<file path="src/hw/rtl/speed_scale_kalman_estimator_core_defines.svh">
// Assertion macros used by the estimator controller.
`ifndef SPEED_SCALE_KALMAN_ESTIMATOR_CORE_DEFINES_SVH
`define SPEED_SCALE_KALMAN_ESTIMATOR_CORE_DEFINES_SVH

// Same-cycle implication, checked on every clock edge outside reset.
`define SSKE_ASSERT_NOW(lbl, ante, cons, msg) \
  lbl: assert property (@(posedge clk) disable iff (rst) (ante) |-> (cons)) else $error(msg);

// Next-cycle implication, checked on every clock edge outside reset.
`define SSKE_ASSERT_NEXT(lbl, ante, cons, msg) \
  lbl: assert property (@(posedge clk) disable iff (rst) (ante) |=> (cons)) else $error(msg);

`endif

</file>
<file path="src/hw/rtl/sske_pkg.sv">
`default_nettype none
package sske_pkg;

  typedef struct packed {
    logic               pose_present;
    logic               imu_present;
    logic               report_present;
    logic        [31:0] pose_gap_us;
    logic signed [31:0] odometry_speed;
    logic signed [31:0] yaw_rate;
    logic signed [31:0] reported_speed;
  } in_t;

  typedef struct packed {
    logic        [3:0]  status;
    logic signed [31:0] scale_estimate;
    logic        [30:0] estimate_covariance;
    logic signed [31:0] odometry_speed_out;
    logic signed [31:0] reported_speed_out;
    logic signed [31:0] update_gain;
    logic               reference_advanced;
  } out_t;

  localparam logic [2:0] REG_INTERVAL   = 3'd0;
  localparam logic [2:0] REG_INIT_SCALE = 3'd1;
  localparam logic [2:0] REG_INIT_COV   = 3'd2;
  localparam logic [2:0] REG_PROC_NOISE = 3'd3;
  localparam logic [2:0] REG_MEAS_NOISE = 3'd4;
  localparam logic [2:0] REG_MAX_YAW    = 3'd5;
  localparam logic [2:0] REG_SPEED_HI   = 3'd6;
  localparam logic [2:0] REG_SPEED_LO   = 3'd7;

  localparam logic [23:0] RST_INTERVAL   = 24'd100000;
  localparam logic [31:0] RST_INIT_SCALE = 32'd16777216;
  localparam logic [30:0] RST_INIT_COV   = 31'd16777216;
  localparam logic [30:0] RST_PROC_NOISE = 31'd17;
  localparam logic [30:0] RST_MEAS_NOISE = 31'd167772;
  localparam logic [30:0] RST_MAX_YAW    = 31'd1677722;
  localparam logic [31:0] RST_SPEED_HI   = 32'd1006632960;
  localparam logic [31:0] RST_SPEED_LO   = 32'd83886080;

  localparam logic [3:0] ST_UPDATED      = 4'd0;
  localparam logic [3:0] ST_NO_POSE      = 4'd1;
  localparam logic [3:0] ST_NO_IMU       = 4'd2;
  localparam logic [3:0] ST_NO_REPORT    = 4'd3;
  localparam logic [3:0] ST_FIRST_POSE   = 4'd4;
  localparam logic [3:0] ST_GAP          = 4'd5;
  localparam logic [3:0] ST_YAW          = 4'd6;
  localparam logic [3:0] ST_FAST         = 4'd7;
  localparam logic [3:0] ST_SLOW         = 4'd8;
  localparam logic [3:0] ST_REPORT_ZERO  = 4'd9;

  typedef enum logic [3:0] {
    MS_NONE, MS_HX, MS_HH, MS_DLO, MS_DHI, MS_NK, MS_NP, MS_KLO, MS_KHI
  } mul_sel_t;

  typedef enum logic [3:0] {
    AC_NONE, AC_HX, AC_HH, AC_DLO, AC_DHI, AC_NK, AC_NP, AC_KLO, AC_KHI
  } acc_sel_t;

  typedef struct packed {
    logic     load;
    mul_sel_t mul;
    acc_sel_t acc;
    logic     div_init;
    logic     div_step;
    logic     commit;
  } sske_cmd_t;

  typedef struct packed {
    logic gated;
    logic div_last;
    logic out_free;
  } sske_sts_t;

endpackage
`default_nettype wire

</file>
<file path="src/hw/rtl/sske_ctrl.sv">
`default_nettype none
`include "speed_scale_kalman_estimator_core_defines.svh"
module sske_ctrl import sske_pkg::*; (
  input  wire logic      clk,
  input  wire logic      rst,
  input  wire logic      in_valid,
  output logic           in_stall,
  input  wire sske_sts_t sts,
  output sske_cmd_t      cmd
);

  typedef enum logic [3:0] {
    S_IDLE, S_GATE, S_HX, S_HH, S_DLO, S_DHI, S_NK, S_NP, S_NPA, S_DIV,
    S_KLO, S_KHI, S_KACC, S_DONE
  } state_t;

  state_t state;

  assign in_stall = (state != S_IDLE);

  always_comb begin
    cmd          = '0;
    cmd.mul      = MS_NONE;
    cmd.acc      = AC_NONE;
    cmd.load     = (state == S_IDLE) && in_valid;
    unique case (state)
      S_HX:  cmd.mul = MS_HX;
      S_HH: begin
        cmd.mul = MS_HH;
        cmd.acc = AC_HX;
      end
      S_DLO: begin
        cmd.mul = MS_DLO;
        cmd.acc = AC_HH;
      end
      S_DHI: begin
        cmd.mul = MS_DHI;
        cmd.acc = AC_DLO;
      end
      S_NK: begin
        cmd.mul = MS_NK;
        cmd.acc = AC_DHI;
      end
      S_NP: begin
        cmd.mul = MS_NP;
        cmd.acc = AC_NK;
      end
      S_NPA: begin
        cmd.acc      = AC_NP;
        cmd.div_init = 1'b1;
      end
      S_DIV: cmd.div_step = 1'b1;
      S_KLO: cmd.mul = MS_KLO;
      S_KHI: begin
        cmd.mul = MS_KHI;
        cmd.acc = AC_KLO;
      end
      S_KACC: cmd.acc = AC_KHI;
      S_DONE: cmd.commit = sts.out_free;
      default: begin
      end
    endcase
  end

  always_ff @(posedge clk) begin
    if (rst) begin
      state <= S_IDLE;
    end else begin
      unique case (state)
        S_IDLE: if (in_valid) state <= S_GATE;
        S_GATE: state <= sts.gated ? S_DONE : S_HX;
        S_HX:   state <= S_HH;
        S_HH:   state <= S_DLO;
        S_DLO:  state <= S_DHI;
        S_DHI:  state <= S_NK;
        S_NK:   state <= S_NP;
        S_NP:   state <= S_NPA;
        S_NPA:  state <= S_DIV;
        S_DIV:  if (sts.div_last) state <= S_KLO;
        S_KLO:  state <= S_KHI;
        S_KHI:  state <= S_KACC;
        S_KACC: state <= S_DONE;
        S_DONE: if (sts.out_free) state <= S_IDLE;
        default: state <= S_IDLE;
      endcase
    end
  end

  `SSKE_ASSERT_NOW(a_commit_free, cmd.commit, sts.out_free, "commit while output busy")
  `SSKE_ASSERT_NEXT(a_load_gate, cmd.load, state == S_GATE, "load not followed by gating")
  `SSKE_ASSERT_NEXT(a_div_exit, (state == S_DIV) && sts.div_last, state == S_KLO,
    "divider exit missed")

endmodule
`default_nettype wire

</file>
<file path="config.mk">
export PLATFORM = sky130hd
export DESIGN_NAME = sske_ctrl
export DESIGN_NICKNAME = d
export VERILOG_FILES = /design/src/hw/rtl/sske_pkg.sv /design/src/hw/rtl/sske_ctrl.sv
export VERILOG_INCLUDE_DIRS = /design/src /design/src/hw/rtl
export SDC_FILE = /design/constraint.sdc
export NUM_CORES = 1
export LEC_CHECK = 0
export BUFFER_PORTS_ARGS = -buffer_cell sky130_fd_sc_hd__buf_2
export CAP_MARGIN = 10
export CORE_AREA = 10 10 47 49
export CTS_CLUSTER_DIAMETER = 120
export CTS_CLUSTER_SIZE = 12
export DETAILED_ROUTE_END_ITERATION = 10
export DIE_AREA = 0 0 57 59
export GPL_TIMING_DRIVEN = 0
export PLACE_DENSITY = 0.61
export SETUP_SLACK_MARGIN = 0.02
export SKIP_CTS_REPAIR_TIMING = 1
export SYNTH_ARGS = -nofsm -noshare
export SYNTH_HDL_FRONTEND = slang
export SYNTH_SLANG_ARGS = --single-unit
</file>
<file path="constraint.sdc">
create_clock -name clk -period 2 [get_ports clk]
set_input_delay 0.3 -clock clk [delete_from_list [all_inputs] [get_ports clk]]
set_output_delay 0.3 -clock clk [all_outputs]
set_load 0.01 [all_outputs]
</file>
==> flow_summary.ini, run 1 <==
[clock_network]
cts_tree = built
root_buffer = clkbuf_4
cts_max_path_buffers = 2
clkSlewWorstSetupHoldPaths_ns = 0.04
worstSkewPairLatency_ns = 0.23
cts_htree_levels = 1
numCtsBuffers = 3
clock_sink_count = 4

[finish]
largest_reg_flops = 4
antenna_cells = 0
nFillCells = 155
ratio_of_cells_with_drive_above_1_in_the_final_layout = 0.326
reg_top3 = state x4
area_growth_from_synthesis_to_final_layout_pct = 30.6
final_net_count = 94
registers.top_by_ff_count = state

[place]
detailed_placer_s_ending_hpwl_um = 1010
preCtsSetupSlack_ns = 0.510
port_buffers = 18
routabilityCongestion = 0.869

[synthesis]
synth_mux_area_frac = 0.0231
synth_sequential_area_ratio = 0.185
synthXorXnorAreaFrac = 0
synth_compound_area_frac = 0.329
count_of_yosys_warnings_during_synthesis = 0
post_synth.cell_area_avg_um2 = 6.66
synthAdderAreaFrac = 0
mappedNetlistArea_um2 = 433
mappedNetlistNets = 71
synth_flop_cell = dfxtp_1
synth_edf_count = 0
synthDistinctLibCells = 30
main_combinational_cell_family_by_area_after_synthesis = simple AND/OR/NAND/NOR gates
synth_simple_gate_area_frac = 0.338
ys_async_sr_fraction = 0
ys_seq_elements = 4
syn_inst = 65

[setup_path]
timing.critical_path.arrival_ns = 1.43
critical_path.top_delay_family = buffers and inverters
path_max_fanout = 10
cpMaxStageDelayCell = dfxtp_1
critical_path_cell_sequence = buf_4, clkbuf_4, nor2_1, a21oi_1, o22ai_1, buf_2
endpoint_class_of_the_critical_path = output pin
cp.buffers_inverters = 3
path_class = reg -> out
largest_stage_delay_worst_path_ns = 0.40
startpoint_type = flop
worst_ep_required_time_ns = 1.70

[timing]
final.setup.tns_ns = 0
layout_worst_path_cycle_share = 0.866
report.final.hold_viol_count = 0
worst_slack_ns = 0.268
timing.slew.headroom = 0.675
whs_ns = 0.299
grt_setup_unrepaired = false
slew_violations = 0
maximum_clock_frequency_mhz = 577
finalCriticalPeriod_ns = 1.73
worst_pin_slew_ns = 0.475
setup_skew_ns = 0.00147
finalSetupViolCount = 0

[min_path]
worst_hold_path_type = in -> reg

[power]
power_density_nw_per_um2 = 935
p_leak_nw = 0.273
finalPower_mw = 0.529
irDropWorstVdd_mv = 0.380

[global_route]
grt_pass1_wl_um = 2130
grt_antenna_before_repair = 0
grt_start_max_net_pins = 11
groute.usage.overall = 0.0739
globalRoute.totalOverflow = 0
grt_pass1_vias = 514

[detailed_routing]
wl_per_cell_um = 12.7
drc_errors = 0
num_vias = 540
drt-pass1-iter-count = 4
drt-initial-drc-count = 19
detail-route-antenna-nets = 0
detail_route.vias_per_cell = 5.29
detail_route.wirelength_um = 1300

[floorplanning]
die_height_um = 59
row_count = 14
chip_width_um = 57
initial_utilization = 0.309
pin_count = 19
design.core.area_um2 = 1400
die_area_um2 = 3360

[run]
total_of_max_cap_violations = 0

[status]
outcome = complete, no violations
cells in the mapped netlist (2+ instances only):
cell type,instances,area [µm²]
o211ai_1,2,15.0
o22ai_1,4,25.0
nand3_1,2,10.0
nor2_1,9,33.8
o21ai_1,2,10.0
nand2_1,11,41.3
buf_6,2,22.5
a21oi_1,4,20.0
inv_1,3,11.3
nor3_1,2,10.0
a21o_1,2,15.0
dfxtp_1,4,80.1
final cells by class:
type                       instances  area (µm²)  share of cell area
clock buffer                       3        22.5              0.0398
tap                               16        20.0              0.0354
multi-input combinational         53         299               0.529
timing repair buffer              18        90.1               0.159
buffer                             5        42.5              0.0752
sequential                         4        80.1               0.142
inverter                           3        11.3              0.0199
where the power goes:
part / internal (mW) / switching [mW]
Sequential: 0.0963 / 0.0142
Clock: 0.0670 / 0.0319
Combinational: 0.133 / 0.186
layer usage:
metal	part of all wire	wire length, µm	GRT usage
met1	0.42	539	0.0880
met2	0.46	599	0.112
met3	0.11	142	0.0279
met4	0.013	17	0.0403
met5	0	0	0
cells by family after synthesis:
family,Yosys count
AND/OR/NAND/NOR,31
flip-flops,4
buffers and inverters,8
AO/OA/AOI/OAI,21
multiplexers,1
cell usage in the layout (no fill, tap or decap), drive strengths merged, types with 2 or more instances in the layout:
cell / count
a2111oi: 2
inv: 3
clkbuf: 4
buf: 22
dfxtp: 4
nor2: 10
nand3: 2
a21oi: 4
o22ai: 4
nor3: 2
o21ai: 2
a21o: 2
o211ai: 2
nand2: 11
metrics by stage:
stage | std cells | area [µm²] | util
3_5_place_dp | 99 | 543 | 0.388
6_report | 102 | 566 | 0.404
4_1_cts | 102 | 566 | 0.404
5_1_grt | 102 | 566 | 0.404
2_1_floorplan | 65 | 433 | -
3_3_place_gp | 99 | 543 | 0.388
worst register-to-register path, stage by stage (launching register included):
cell       delay (ns)
dfxtp_1          0.30
buf_6            0.14
and2b_4          0.18
a2111oi_0        0.47
o31ai_1          0.13
final timing paths:
path,from,depth (start not counted),slack (ns),to
worst max-delay path,state[1],6,0.27,cmd[8]
worst min-delay path,rst,2,0.30,state[0]
worst max register to register,state[3],4,0.64,state[3]
worst min register to register,state[3],2,0.61,state[1]
No activity file was read; power rests on OpenSTA's default activity.
==> inputs of run 2 (changes only) <==
GPL_TIMING_DRIVEN = 1   (was 0)
==> flow_summary.ini, run 2 (same netlist as run 1, synthesis figures left out) <==
[global_route]
grt_pass1_wl_um = 2150
grt_antenna_before_repair = 0
globalRoute.totalOverflow = 0
groute.usage.overall = 0.0761
grt_pass1_vias = 493
grt_start_max_net_pins = 17

[finish]
reg_top3 = state x4
final_net_count = 90
mostFrequentLayoutCells = buf_2, nand2_1, nor2_1
largest_reg_flops = 4
nFillCells = 163
antenna_cells = 0
mostFrequentLayoutCell = buf_2
registers.top_by_ff_count = state
final_util = 0.379
ratio_of_cells_with_drive_above_1_in_the_final_layout = 0.305
area_growth_from_synthesis_to_final_layout_pct = 22.8

[floorplanning]
chip_width_um = 57
die_height_um = 59
row_count = 14
design.core.area_um2 = 1400
initial_utilization = 0.309
die_area_um2 = 3360
pin_count = 19

[detailed_routing]
drc_errors = 0
wl_per_cell_um = 12.8
detail-route-antenna-nets = 0
drt-pass1-iter-count = 4
detail_route.wirelength_um = 1250
num_vias = 511
detail_route.vias_per_cell = 5.21
drt-initial-drc-count = 16

[timing]
finalCriticalPeriod_ns = 1.80
final.setup.tns_ns = 0
maximum_clock_frequency_mhz = 555
slew_violations = 0
report.final.hold_viol_count = 0
layout_worst_path_cycle_share = 0.901
worst_pin_slew_ns = 0.469
grt_setup_unrepaired = false
setup_skew_ns = 0.00477
timing.slew.headroom = 0.679
finalSetupViolCount = 0
whs_ns = 0.293

[min_path]
worst_hold_path_cells = 2
worst_hold_path_type = in -> reg
min-delay-start = rst

[clock_network]
root_buffer = clkbuf_4
cts_max_path_buffers = 2
worstSkewPairLatency_ns = 0.23
cts_tree = built
clkSlewWorstSetupHoldPaths_ns = 0.03
numCtsBuffers = 3
clock_sink_count = 4
cts_htree_levels = 1

[status]
outcome = complete, no violations

[run]
total_of_max_cap_violations = 0

[setup_path]
worst_ep_required_time_ns = 1.70
path_max_fanout = 14
startpoint = state[0]
timing.critical_path.arrival_ns = 1.50
startpoint_type = flop
regToRegStartpoint = state[1]
endpoint_class_of_the_critical_path = output pin
rr_worst_depth = 3
path_class = reg -> out

[place]
port_buffers = 18
detailed_placer_s_ending_hpwl_um = 975
routabilityCongestion = 0.828

[power]
p_leak_nw = 0.251
power_density_nw_per_um2 = 939
irDropWorstVdd_mv = 0.372
run 2: stage by stage:
stage	cell area [µm²]	worst slack, ns	total power, mW	cells
after detailed placement	508	0.395	0.402	95
after global placement	508	0.412	0.401	95
after global routing	532	0.0717	0.547	98
final	532	0.199	0.499	98
after CTS	531	0.144	0.504	98
after floorplan	433	0.636	0.335	65
run 2: power breakdown:
| group | total [mW] | switching (mW) | leakage [nW] | internal, mW |
|---|---|---|---|---|
| registers | 0.150 | 0.0534 | 0.0333 | 0.0970 |
| clock network | 0.0976 | 0.0306 | 0.0138 | 0.0670 |
| logic | 0.251 | 0.140 | 0.204 | 0.112 |
| total | 0.499 | 0.224 | 0.251 | 0.276 |
run 2: per-layer routing:
metal | GRT usage | wire length [µm] | up-vias | part of all wire
met5 | 0 | 0 | - | 0
met1 | 0.0843 | 572 | 229 | 0.46
met4 | 0.0403 | 0 | 0 | 0
li1 | - | - | 268 | -
met3 | 0.0279 | 106 | 0 | 0.085
met2 | 0.124 | 575 | 14 | 0.46
run 2: layout make-up:
class	instances	area [µm²]	area share
clock buffers	3	22.5	0.0424
repair buffers	19	97.6	0.184
inverters	3	11.3	0.0212
well taps	16	20.0	0.0376
flip-flops and latches	4	81.3	0.153
multi-input cells	53	299	0.562
run 2: worst max-delay path, stage by stage, from the launching register on:
cell	delay [ns]
dfxtp_1	0.59
inv_1	0.21
a21boi_1	0.22
o22ai_1	0.11
buf_2	0.15
run 2: worst paths after layout:
path	endpoint	slack (ns)
worst max-delay path	cmd[9]	0.20
worst min-delay path	state[0]	0.29
worst max register to register	state[3]	0.44
worst min register to register	state[1]	0.62
==> inputs of run 3 (changes only) <==
CORE_AREA = 2 2 39 41   (was 10 10 47 49)
DIE_AREA = 0 0 41 43   (was 0 0 57 59)
==> flow_summary.ini, run 3 (same netlist as run 1, synthesis figures left out) <==
[status]
outcome = complete, no violations

[clock_network]
worstSkewPairLatency_ns = 0.23
cts_htree_levels = 1
clkSlewWorstSetupHoldPaths_ns = 0.03
cts_max_path_buffers = 2
numCtsBuffers = 3
cts_tree = built
clock_sink_count = 4
root_buffer = clkbuf_4

[timing]
worst_pin_slew_ns = 0.431
finalCriticalPeriod_ns = 1.85
finalSetupViolCount = 0
worst_slack_ns = 0.148
layout_worst_path_cycle_share = 0.926
whs_ns = 0.285
grt_setup_unrepaired = false
maximum_clock_frequency_mhz = 540
timing.slew.headroom = 0.705
final.setup.tns_ns = 0
slew_violations = 0
setup_skew_ns = 0.00566
report.final.hold_viol_count = 0

[setup_path]
startpoint_type = flop
path_max_fanout = 12
endpoint_class_of_the_critical_path = output pin
worst_ep_required_time_ns = 1.70
largest_stage_delay_worst_path_ns = 0.55
cp.buffers_inverters = 1
timing.critical_path.arrival_ns = 1.55
path_class = reg -> out
critical_path.top_delay_family = flip-flops
critical_path_cell_sequence = or2b_1, a21boi_1, o22ai_1, buf_2
cpMaxStageDelayCell = dfxtp_1

[global_route]
grt_pass1_vias = 407
grt_start_max_net_pins = 17
grt_antenna_before_repair = 0
groute.usage.overall = 0.139
globalRoute.totalOverflow = 0
grt_pass1_wl_um = 1680

[floorplanning]
row_count = 14
pin_count = 19
die_height_um = 43
design.core.area_um2 = 1380
chip_width_um = 41
initial_utilization = 0.313
die_area_um2 = 1760

[finish]
largest_reg_flops = 4
final_net_count = 90
ratio_of_cells_with_drive_above_1_in_the_final_layout = 0.293
reg_top3 = state x4
registers.top_by_ff_count = state
area_growth_from_synthesis_to_final_layout_pct = 22.5
final_cells = 98
antenna_cells = 0
stdcell_area_um2 = 531
mostFrequentLayoutCell = buf_2
nFillCells = 150
mostFrequentLayoutCells = buf_2, nand2_1, nor2_1

[detailed_routing]
drt-initial-drc-count = 8
drt-pass1-iter-count = 4
detail_route.vias_per_cell = 5.31
num_vias = 520
detail-route-antenna-nets = 0
detail_route.wirelength_um = 1100
wl_per_cell_um = 11.2
drc_errors = 0

[place]
port_buffers = 18
detailed_placer_s_ending_hpwl_um = 809
instance_area_after_placement_um2 = 508
routabilityCongestion = 0.828
preCtsSetupSlack_ns = 0.397
place_inst = 95

[power]
power_density_nw_per_um2 = 934
irDropWorstVdd_mv = 0.542
p_leak_nw = 0.251

[min_path]
worst_hold_path_type = in -> reg

[run]
total_of_max_cap_violations = 0
## run 3: cell types whose count changed in the layout (fill, tap and decap cells not counted)
cell,previous run,this run
dfxtp_2,1,0
dfxtp_1,3,4
## run 3: layer usage
| metal | GRT usage | part of all wire |
|---|---|---|
| met1 | 0.180 | 0.48 |
| met5 | 0 | 0 |
| met4 | 0.0400 | 0 |
| met2 | 0.200 | 0.46 |
| met3 | 0.0628 | 0.055 |
## run 3: area by class of cell
cell class                 instances  area [µm²]  share of cell area
tap                               16        20.0              0.0377
sequential                         4        80.1               0.151
multi-input combinational         53         299               0.564
clock buffer                       3        22.5              0.0425
timing repair buffer              19        97.6               0.184
inverter                           3        11.3              0.0212
## run 3: through the flow
step,utilization,power (mW)
floorplan,-,0.335
global placement,0.367,0.398
detailed placement,0.367,0.398
CTS,0.383,0.501
global route,0.383,0.543
finish,0.383,0.496
## run 3: worst paths after layout
check,from,end,slack [ns],cells after the start
worst max-delay path,state[2],cmd[9],0.15,4
worst min register to register,state[0],state[1],0.69,2
worst max register to register,state[0],state[3],0.50,4
worst min-delay path,rst,state[0],0.29,2
## run 3: power breakdown
| group | leakage [nW] | internal (mW) | switching, mW |
|---|---|---|---|
| clock | 0.0138 | 0.0671 | 0.0321 |
| sequential | 0.0329 | 0.0962 | 0.0462 |
| combinational | 0.204 | 0.112 | 0.142 |
| total | 0.251 | 0.275 | 0.221 |
